$ cat src/rtl/core/kctc_pkg.sv
// Package for the keypad countdown timer control block.
// Holds the word and state types, key and tone codes and time limits.
// No dependencies; used by every module of the block.
package kctc_pkg;

	// Time limits and the long-press step
	localparam logic [6:0] MAX_MINUTES = 7'd99;
	localparam logic [5:0] MAX_SECONDS = 6'd59;
	localparam logic [2:0] LONG_STEP   = 3'd3;

	// Key codes
	localparam logic [2:0] KEY_POWER   = 3'd1;
	localparam logic [2:0] KEY_MINUTES = 3'd2;
	localparam logic [2:0] KEY_SECONDS = 3'd3;
	localparam logic [2:0] KEY_START   = 3'd4;

	// Word kinds
	localparam logic KIND_KEY  = 1'b0;
	localparam logic KIND_TICK = 1'b1;

	// Buzzer tones
	localparam logic [2:0] TONE_NONE      = 3'd0;
	localparam logic [2:0] TONE_POWER_OFF = 3'd1;
	localparam logic [2:0] TONE_POWER_ON  = 3'd2;
	localparam logic [2:0] TONE_ALARM     = 3'd3;
	localparam logic [2:0] TONE_CLICK     = 3'd4;

	// Input word
	typedef struct packed {
		logic       kind;
		logic [2:0] key_code;
		logic       long_press;
	} item_t;

	// Controller state
	typedef struct packed {
		logic       power;
		logic       run;
		logic [6:0] minutes;
		logic [5:0] seconds;
		logic [2:0] tone;
	} state_t;

	// Pulses produced with a word
	typedef struct packed {
		logic tone_start;
		logic port_clear;
	} pulse_t;

	// Result word
	typedef struct packed {
		logic       power_on;
		logic       running;
		logic [6:0] minutes;
		logic [5:0] seconds;
		logic [2:0] tone_select;
		logic       tone_start;
		logic       port_clear;
	} result_t;

endpackage

$ cat src/rtl/core/kctc_item_if.sv
// Valid/ready channel carrying key and tick words into the timer control.
// Depends on nothing but plain logic fields.
interface kctc_item_if;
	logic       valid;
	logic       ready;
	logic       kind;
	logic [2:0] key_code;
	logic       long_press;

	modport source (output valid, output kind, output key_code, output long_press,
		input ready);
	modport sink (input valid, input kind, input key_code, input long_press,
		output ready);
endinterface

$ cat src/rtl/core/kctc_result_if.sv
// Valid/ready channel carrying result words out of the timer control.
// Depends on nothing but plain logic fields.
interface kctc_result_if;
	logic       valid;
	logic       ready;
	logic       power_on;
	logic       running;
	logic [6:0] minutes;
	logic [5:0] seconds;
	logic [2:0] tone_select;
	logic       tone_start;
	logic       port_clear;

	modport source (output valid, output power_on, output running, output minutes,
		output seconds, output tone_select, output tone_start, output port_clear,
		input ready);
	modport sink (input valid, input power_on, input running, input minutes,
		input seconds, input tone_select, input tone_start, input port_clear,
		output ready);
endinterface

$ cat src/rtl/core/keypad_countdown_timer_control.sv
// Top level of the keypad countdown timer control.
// Depends on kctc_pkg, kctc_item_if, kctc_result_if and kctc_step.
//
// Usage: key and tick words arrive on the item channel (valid/ready);
// each accepted word gives exactly one result word on the result channel,
// holding the power and run flags, the time, the chosen tone and the
// tone_start and port_clear pulses.
// The word is captured in an input register; the step logic then loads the
// state and the result register, which holds the result offered on the result channel.
// Throughput is one word per cycle: the input register, state and result
// register all move together whenever the result register is empty or is
// being taken, so ready stays high while results keep flowing.
// When the receiver stalls, the result register holds, then the input
// register fills, and item ready drops until the result is taken.
// Reset clears both valid flags and the state: powered off, not running,
// 00:00, no tone.
module keypad_countdown_timer_control
	import kctc_pkg::*;
(
	input  logic                 clk,
	input  logic                 arst_n,
	kctc_item_if.sink            item,
	kctc_result_if.source        result
);

	item_t   item_s1;
	logic    valid_s1;
	result_t result_s2;
	logic    valid_s2;
	state_t  state_q;
	state_t  state_nxt;
	pulse_t  pulse;
	logic    advance;

	// Pipeline moves when the result register is free or being taken
	assign advance    = !valid_s2 || result.ready;
	assign item.ready = !valid_s1 || advance;

	// Input register
	always_ff @(posedge clk or negedge arst_n) begin
		if (!arst_n) begin
			valid_s1 <= 1'b0;
		end else if (item.ready) begin
			valid_s1 <= item.valid;
		end
	end

	always_ff @(posedge clk) begin
		if (item.ready && item.valid) begin
			item_s1 <= '{kind: item.kind, key_code: item.key_code,
				long_press: item.long_press};
		end
	end

	kctc_step u_step (
		.cur   (state_q),
		.item  (item_s1),
		.nxt   (state_nxt),
		.pulse (pulse)
	);

	// Controller state, updated as each word leaves the input register
	always_ff @(posedge clk or negedge arst_n) begin
		if (!arst_n) begin
			state_q <= '{power: 1'b0, run: 1'b0, minutes: '0, seconds: '0,
				tone: TONE_NONE};
		end else if (advance && valid_s1) begin
			state_q <= state_nxt;
		end
	end

	// Result register
	always_ff @(posedge clk or negedge arst_n) begin
		if (!arst_n) begin
			valid_s2 <= 1'b0;
		end else if (advance) begin
			valid_s2 <= valid_s1;
		end
	end

	always_ff @(posedge clk) begin
		if (advance && valid_s1) begin
			result_s2 <= '{power_on: state_nxt.power, running: state_nxt.run,
				minutes: state_nxt.minutes, seconds: state_nxt.seconds,
				tone_select: state_nxt.tone, tone_start: pulse.tone_start,
				port_clear: pulse.port_clear};
		end
	end

	assign result.valid       = valid_s2;
	assign result.power_on    = result_s2.power_on;
	assign result.running     = result_s2.running;
	assign result.minutes     = result_s2.minutes;
	assign result.seconds     = result_s2.seconds;
	assign result.tone_select = result_s2.tone_select;
	assign result.tone_start  = result_s2.tone_start;
	assign result.port_clear  = result_s2.port_clear;

`ifndef SYNTHESIS
	// time never leaves 00:00 .. 99:59
	a_time_range: assert property (@(posedge clk) disable iff (!arst_n)
		state_q.minutes <= MAX_MINUTES && state_q.seconds <= MAX_SECONDS)
		else $error("time out of range");

	// countdown only runs while powered
	a_run_needs_power: assert property (@(posedge clk) disable iff (!arst_n)
		state_q.run |-> state_q.power)
		else $error("running while powered off");

	// port clear only comes with a power-off result
	a_port_clear_off: assert property (@(posedge clk) disable iff (!arst_n)
		valid_s2 && result_s2.port_clear |-> !result_s2.power_on && result_s2.tone_start)
		else $error("port clear without power off");

	// state holds while the pipeline is stalled
	a_state_hold: assert property (@(posedge clk) disable iff (!arst_n)
		!advance |=> $stable(state_q))
		else $error("state changed during stall");
`endif

endmodule

$ cat src/rtl/core/kctc_step.sv
// Next-state logic of the timer control: applies one key or tick word.
// Depends on kctc_pkg for the word, state and pulse types and the codes.
module kctc_step
	import kctc_pkg::*;
(
	input  state_t cur,
	input  item_t  item,
	output state_t nxt,
	output pulse_t pulse
);

	logic [6:0] min_sum;
	logic [6:0] sec_sum;
	logic       min_room;

	// Sums for the set keys; neither can overflow its width
	assign min_sum  = cur.minutes + {4'd0, LONG_STEP};
	assign sec_sum  = {1'b0, cur.seconds} + (item.long_press ? {4'd0, LONG_STEP} : 7'd1);
	assign min_room = (cur.minutes < MAX_MINUTES);

	always_comb begin
		nxt   = cur;
		pulse = '0;
		if (item.kind == KIND_KEY) begin
			case (item.key_code)
				KEY_POWER: begin
					if (!cur.power) begin
						nxt.power   = 1'b1;
						nxt.minutes = '0;
						nxt.seconds = '0;
						nxt.tone    = TONE_POWER_ON;
					end else begin
						nxt.power        = 1'b0;
						nxt.tone         = TONE_POWER_OFF;
						pulse.port_clear = 1'b1;
					end
					nxt.run          = 1'b0;
					pulse.tone_start = 1'b1;
				end
				KEY_MINUTES: begin
					if (cur.power && !cur.run && min_room) begin
						if (!item.long_press) begin
							nxt.minutes = cur.minutes + 7'd1;
						end else if (min_sum > MAX_MINUTES) begin
							nxt.minutes = MAX_MINUTES;
							nxt.seconds = MAX_SECONDS;
						end else begin
							nxt.minutes = min_sum;
						end
					end
				end
				KEY_SECONDS: begin
					if (cur.power && !cur.run) begin
						if (sec_sum <= {1'b0, MAX_SECONDS}) begin
							nxt.seconds = sec_sum[5:0];
						end else if (min_room) begin
							// wrap with carry into the minutes
							nxt.minutes = cur.minutes + 7'd1;
							nxt.seconds = 6'(sec_sum - 7'd60);
						end else if (item.long_press) begin
							nxt.minutes = MAX_MINUTES;
							nxt.seconds = MAX_SECONDS;
						end
					end
				end
				KEY_START: begin
					if (cur.power) begin
						if (cur.run) begin
							nxt.run     = 1'b0;
							nxt.minutes = '0;
							nxt.seconds = '0;
						end else if (cur.minutes != '0 || cur.seconds != '0) begin
							nxt.run = 1'b1;
						end
					end
				end
				default: begin
				end
			endcase
			// key click for the set and start keys while powered
			if (cur.power && (item.key_code inside {KEY_MINUTES, KEY_SECONDS, KEY_START})) begin
				nxt.tone         = TONE_CLICK;
				pulse.tone_start = 1'b1;
			end
		end else if (cur.power && cur.run) begin
			// countdown tick; at zero the alarm restarts every second
			if (cur.seconds != '0) begin
				nxt.seconds = cur.seconds - 6'd1;
			end else if (cur.minutes != '0) begin
				nxt.minutes = cur.minutes - 7'd1;
				nxt.seconds = MAX_SECONDS;
			end else begin
				nxt.tone         = TONE_ALARM;
				pulse.tone_start = 1'b1;
			end
		end
	end

endmodule

$ cat src/flat_wrapper.sv
// flat-port wrapper written by rule: the top's interface ports become plain ports
module keypad_countdown_timer_control_flat import kctc_pkg::*;
  (clk, arst_n, item_valid, item_kind, item_key_code, item_long_press, item_ready, result_valid, result_power_on, result_running, result_minutes, result_seconds, result_tone_select, result_tone_start, result_port_clear, result_ready);
  kctc_item_if item_i ();
  kctc_result_if result_i ();
  input  logic clk;
  input  logic arst_n;
  input wire logic [$bits(item_i.valid)-1:0] item_valid;
  input wire logic [$bits(item_i.kind)-1:0] item_kind;
  input wire logic [$bits(item_i.key_code)-1:0] item_key_code;
  input wire logic [$bits(item_i.long_press)-1:0] item_long_press;
  output wire logic [$bits(item_i.ready)-1:0] item_ready;
  output wire logic [$bits(result_i.valid)-1:0] result_valid;
  output wire logic [$bits(result_i.power_on)-1:0] result_power_on;
  output wire logic [$bits(result_i.running)-1:0] result_running;
  output wire logic [$bits(result_i.minutes)-1:0] result_minutes;
  output wire logic [$bits(result_i.seconds)-1:0] result_seconds;
  output wire logic [$bits(result_i.tone_select)-1:0] result_tone_select;
  output wire logic [$bits(result_i.tone_start)-1:0] result_tone_start;
  output wire logic [$bits(result_i.port_clear)-1:0] result_port_clear;
  input wire logic [$bits(result_i.ready)-1:0] result_ready;
  assign item_i.valid = item_valid;
  assign item_i.kind = item_kind;
  assign item_i.key_code = item_key_code;
  assign item_i.long_press = item_long_press;
  assign item_ready = item_i.ready;
  assign result_valid = result_i.valid;
  assign result_power_on = result_i.power_on;
  assign result_running = result_i.running;
  assign result_minutes = result_i.minutes;
  assign result_seconds = result_i.seconds;
  assign result_tone_select = result_i.tone_select;
  assign result_tone_start = result_i.tone_start;
  assign result_port_clear = result_i.port_clear;
  assign result_i.ready = result_ready;
  keypad_countdown_timer_control u_core (.clk(clk), .arst_n(arst_n), .item(item_i), .result(result_i));
endmodule
$ cat config.mk
export PLATFORM = sky130hd
export DESIGN_NAME = keypad_countdown_timer_control_flat
export DESIGN_NICKNAME = d
export VERILOG_FILES = /design/src/rtl/core/kctc_pkg.sv /design/src/rtl/core/kctc_item_if.sv /design/src/rtl/core/kctc_result_if.sv /design/src/rtl/core/keypad_countdown_timer_control.sv /design/src/rtl/core/kctc_step.sv /design/src/flat_wrapper.sv
export SDC_FILE = /design/constraint.sdc
export NUM_CORES = 1
export LEC_CHECK = 0
export ABC_AREA = 1
export BUFFER_PORTS_ARGS = -buffer_cell sky130_fd_sc_hd__buf_2
export CAP_MARGIN = 20
export CORE_UTILIZATION = 40
export DETAILED_ROUTE_END_ITERATION = 12
export GPL_TIMING_DRIVEN = 0
export PLACE_DENSITY = 0.54
export SETUP_SLACK_MARGIN = 0.02
export SLEW_MARGIN = 20
export SYNTH_ARGS = -nofsm -noshare
export SYNTH_HDL_FRONTEND = slang
export SYNTH_SLANG_ARGS = --single-unit
export TNS_END_PERCENT = 20
$ cat constraint.sdc
create_clock -name clk -period 3.4 [get_ports clk]
set_input_delay 0.34 -clock clk [delete_from_list [all_inputs] [get_ports clk]]
set_output_delay 0.34 -clock clk [all_outputs]
set_load 0.005 [all_outputs]
After elaboration in Yosys (flattened, before gate mapping):

Cells that the tools add are included.

* eq/ne operators: 4
* $add $sub $neg: 6
* multiplexer cells: 38
* $lt $le $gt $ge: 3
* reduce and logical (&&, ||, !) cells: 16
* bitwise operators: 1

Operators with widths (count)
* two-way mux 13 bit: 7
* case mux 13 bit (4 select lines): 1
* two-way mux 16 bit: 2
* two-way mux 7 bit: 4
* two-way mux 6 bit: 4
* two-way mux 14 bit: 1
* two-way mux 3 bit: 4
* two-way mux 1 bit: 10
* two-way mux 2 bit: 4
* adder 6 x 2 -> 7 bit: 1
* adder 7 x 1 -> 7 bit, second input constant: 1
* adder 7 x 2 -> 7 bit, second input constant: 1
* > comparator 7 bit, second input constant: 1
* less-or-equal comparator 7 x 6 -> 1 bit, second input constant: 1
* < comparator 7 bit, second input constant: 1
* nonzero test 7 bit: 1
* subtractor 7 x 1 -> 7 bit, second input constant: 1
* equality test 3 x 2 -> 1 bit, second input constant: 2
* logical AND 1 bit: 6
* nonzero test 6 bit: 1
* subtractor 6 x 1 -> 6 bit, second input constant: 1
* subtractor 6 bit, second input constant: 1
* equality test 3 x 1 -> 1 bit, second input constant: 1
* equality test 3 bit, second input constant: 1
* 6 further kinds: 10

* input port bits: 9
* output and inout port bits: 22
* logic and storage cells: 85
* register bits after elaboration: 45

Longest topological paths before layout:

* depth in word-level cells: 8
* gate-level depth with buffers: 24
* mapped depth without buffers: 23

Hierarchy:

Synthesis repeated with hierarchy kept, for this count alone.

* cells, all modules: 521
* area, all modules: 3771.1 um2

By module, submodules not included
* kctc_step: seq. area each 0.0 um2, instances 1, cells an instance 407, area an instance 2145.8 um2
* keypad_countdown_timer_control: seq. area each 1251.2 um2, instances 1, cells an instance 114, area an instance 1625.3 um2

Worst setup path after synthesis:

OpenSTA, ideal clock, no wires.

* path type: reg2reg
* start point: register u_core.item_s1[0] in the netlist's numbering
* end point: register u_core.result_s2 (netlist bit u_core.result.minutes[5]) (data pin)
* period minus slack after synthesis: 2.708 ns
* path buffers: 1
* setup time: 0.258 ns
* required time: 3.142 ns
* path slack: 0.692 ns
* arrival time: 2.450 ns
* cell stages (with the launch flop): 22
* cells stage by stage: edfxtp_1 buf_2 clkinv_1 ha_1 nand2_1 nand2_1 nand2_1 nand2_1 inv_1 ha_1 nand2_1 nor2_1 nand2_1 nand2_2 inv_4 nand2_8 nor2_4 nand2_1 nand2_1 nand2_1 nand2_1 a21boi_1

RTL lines
* from (decl): RTL line keypad_countdown_timer_control.sv:26 `item_t item_s1;`
* from (signal assigned): RTL line keypad_countdown_timer_control.sv:50 `item_s1 <= '{kind: item.kind, key_code: item.key_code,`
* to (signal assigned): RTL line keypad_countdown_timer_control.sv:83 `result_s2 <= '{power_on: state_nxt.power, running: state_nxt.run,`
* to (decl): RTL line keypad_countdown_timer_control.sv:28 `result_t result_s2;`

==> impl_metrics.py <==
metrics = {
    "power": {
        "clockPowerShare_pct": 13.2,
        "power_mw": 3.30,
        "power_leakage_nw": 2.03,
        "p_per_area_nw_per_um2": 788,
        "switchingPower_mw": 1.66,
        "peakVddDrop_uv": 292,
        "seq_power_share_pct": 26.8,
        "power.share.switching_pct": 50.2,
        "combPwrFrac_pct": 60.0,
        "p_int_mw": 1.64,
    },
    "min_path": {
        "hold_class": "in2async",
    },
    "sta": {
        "layout_setup_ws_ns": 0.289,
        "post-route-period-util_pct": 91.5,
        "hold_violations": 4,
        "slew_viol_final": 0,
        "clock.fmax_mhz": 321,
        "post-route-min-period_ns": 3.11,
        "setup-violations-final": 0,
        "rsz0062_at_grt": "no",
        "timing.hold.ws_ns": -0.0175,
        "max_slew_margin_pct": 54.8,
        "clock_skew_ns": 0.0204,
        "tightest_slew_ns": 0.678,
    },
    "die": {
        "rows": 35,
        "die_x_um": 99.1,
        "die_h_um": 99.1,
        "die_area_um2": 9820,
        "coreArea_um2": 9200,
        "ios": 31,
        "start_util_pct": 41.0,
    },
    "outcome": {
        "status": "finished, violations left",
        "violations": "hold timing",
    },
    "yosys": {
        "synth.distinct_cells": 45,
        "synth.area.top_cells": "edfxtp_1 20%, nand2_1 18%, dfrtp_1 13%",
        "synth_edf_count": 25,
        "synth_top_area_share_pct": 19.9,
        "yosys_warnings": 0,
        "ys_seq_area_share_pct": 33.2,
        "synthTopCellsByCount": "177 x nand2_1, 56 x nand3_1, 55 x inv_1",
        "ys_async_sr_fraction_pct": 44.4,
        "ys_seq_elements": 45,
        "syn_inst": 541,
        "syn_area_um2": 3770,
        "syn_avg_cell_area_um2": 6.97,
        "synth_nets": 560,
        "synthFlopType": "edfxtp_1",
        "synth_area_leader_cell": "edfxtp_1",
        "synth_most_common_cell": "nand2_1",
    },
    "job": {
        "maxCapViolCount": 0,
    },
    "worst_setup_path": {
        "crit_path_start_kind": "flop",
        "required_ns": 3.46,
        "critPathKind": "reg2reg",
        "crit_fanout": 10,
        "critical_path_arrival_ns": 3.17,
        "cp-end-kind": "flop",
    },
    "clock_network": {
        "htree_levels": 2,
        "path_clk_slew_ns": 0.11,
        "clockRootBuffer": "clkbuf_8",
        "clock-sinks": 45,
        "cts-buffers-inserted": 5,
        "clock_latency_ns": 0.32,
        "postCtsHoldBufs": 0,
        "cts_tree": "done",
        "cts_buffer_depth": 2,
    },
    "routing": {
        "wl_mm": 10.7,
        "wl_per_cell_um": 15.5,
        "drc_errors": 0,
        "post_drt_via_cell_ratio": 5.21,
        "route.vias.total": 3597,
        "drtIter0Drc": 171,
        "firstDrtPassIters": 5,
        "postRouteAntennaNets": 0,
    },
    "layout": {
        "antenna_cells": 0,
        "fin_cells": 691,
        "drive_gt1_share_pct": 18.4,
        "fillCellCount": 966,
        "fin_nets": 598,
        "area_growth_syn_to_layout_pct": 10.9,
        "final_util_pct": 45.5,
    },
    "global_routing": {
        "overflow": 0,
        "grt_max_degree": 30,
        "grt_pass1_wl_mm": 17.5,
        "grt_use_total_pct": 23.0,
        "antenna_found_initial": 0,
        "grt_pass1_vias": 3366,
    },
    "placement": {
        "dp_worst_setup_slack_ns": -0.00153,
        "hpwl_mm": 8.12,
        "gp_congestion": 0.918,
        "io_buffers": 30,
        "placed_cells": 682,
    },
}
[final cells by class]
| class | count | area (um^2) | share of cell area (%) |
|---|---|---|---|
| Tap cell | 111 | 139 | 3.32 |
| Timing Repair Buffer | 31 | 158 | 3.77 |
| Buffer | 19 | 111 | 2.66 |
| Sequential cell | 45 | 1250 | 29.9 |
| Clock inverter | 2 | 38.8 | 0.927 |
| Multi-Input combinational cell | 409 | 2150 | 51.3 |
| Inverter | 68 | 265 | 6.34 |
| Clock buffer | 6 | 72.6 | 1.73 |
[registers in the layout (all words and copies together), names as in the netlist]
name / count
u_core.item_s1: 5
u_core.result.minutes: 7
u_core.result.port_clear: 1
u_core.result.running: 1
u_core.result.power_on: 1
u_core.result.valid: 1
u_core.valid_s1: 1
u_core.state_q: 18
u_core.result.tone_select: 3
u_core.result.tone_start: 1
u_core.result.seconds: 6
[path summary, 6_finish.rpt]
path | start | to | slack [ns] | depth (start not counted)
setup / recovery | u_core.item_s1[0]$_DFFE_PP_ | u_core.result.minutes[6]$_DFFE_PP_ | 0.29 | 21
hold / removal | arst_n | u_core.state_q[6]$_DFFE_PN0P_ | -0.02 | 1
setup reg to reg | u_core.item_s1[0]$_DFFE_PP_ | u_core.result.minutes[6]$_DFFE_PP_ | 0.29 | 21
hold reg to reg | u_core.state_q[0]$_DFFE_PN0P_ | u_core.state_q[0]$_DFFE_PN0P_ | 0.50 | 2
max in group asynchronous | arst_n | u_core.state_q[10]$_DFFE_PN0P_ | 3.03 | 1
min in group clk | item_kind | u_core.item_s1[4]$_DFFE_PP_ | 0.19 | 1
[through the flow]
| stage | TNS, ns | area, um^2 |
|---|---|---|
| 2_1_floorplan | 0 | 3770 |
| 3_3_place_gp | 0 | 4060 |
| 6_report | 0 | 4180 |
| 3_5_place_dp | -0.00153 | 4060 |
| 4_1_cts | 0 | 4170 |
| 5_1_grt | 0 | 4180 |
[layout by cell type (no fill, tap or decap), types with 2 or more instances in the layout]
cell type	Yosys	final
clkinv_2	1	2
o21ai_2	2	2
edfxtp_1	25	25
a21oi_1	22	22
a21boi_1	4	4
o21ai_0	19	19
nor3_1	8	8
buf_4	3	4
inv_1	55	55
nand4_1	8	8
nand3b_1	2	2
a31oi_1	3	3
clkbuf_1	4	5
buf_6	2	2
xnor2_1	2	2
nor2_1	27	27
nand2_2	14	14
nand2_1	177	177
clkbuf_8	0	5
ha_1	9	9
nand2_8	2	2
o211ai_1	9	9
buf_2	9	38
nand3_2	4	4
inv_2	9	9
clkinv_4	1	2
nor2_2	8	8
nor2_4	4	4
nand3_1	56	56
o21ai_1	9	9
nand2_4	2	2
dfrtp_1	20	20
xor2_1	8	8
[worst max-delay path: stages (launching register included)]
cell and delay (ns):
edfxtp_1 0.38, clkbuf_4 0.24, clkinv_2 0.17, ha_1 0.38, nand2_1 0.07, nand2_1 0.13, nand2_1 0.06, nand2_1 0.15
inv_1 0.10, ha_1 0.20, nand2_1 0.06, nor2_1 0.05, nand2_1 0.07, nand2_2 0.07, inv_4 0.16, nand2_8 0.09
nand2_2 0.09, nand2_1 0.05, o21ai_1 0.08, nand2_1 0.07, nand2_1 0.10, nand2_1 0.09
[timing repair]
action	4_1_cts	5_1_grt
setup buffers	0	1
gates cloned	0	0
setup endpoints to repair	8	26
resized for setup	1	1
[per-layer routing]
metal	vias to the layer above	global-route usage (%)	routed length [um]
li1	1833	-	-
met1	1660	30.8	5050
met2	84	38.1	4980
met3	20	3.23	422
met4	0	8.60	286
met5	-	0	0
[cell families (layout without fill, tap and decap cells)]
| logic type | Yosys count | after routing | synth area share [%] |
|---|---|---|---|
| simple gates | 317 | 317 | 39.9 |
| buf+inv | 87 | 126 | 9.88 |
| compound gates | 71 | 71 | 10.8 |
| flops | 45 | 45 | 33.2 |
| xor+xnor | 11 | 11 | 2.75 |
| fa+ha+maj | 10 | 10 | 3.52 |
[power groups by stage]
stage	sequential (mW)	combinational, mW	clock (mW)
floorplan	0.881	1.49	0
global placement	0.894	1.95	0
detailed placement	0.896	1.96	0
CTS	0.886	1.97	0.448
global route	0.904	2.22	0.465
finish	0.884	1.98	0.436
(Power assumes the default switching activity.)
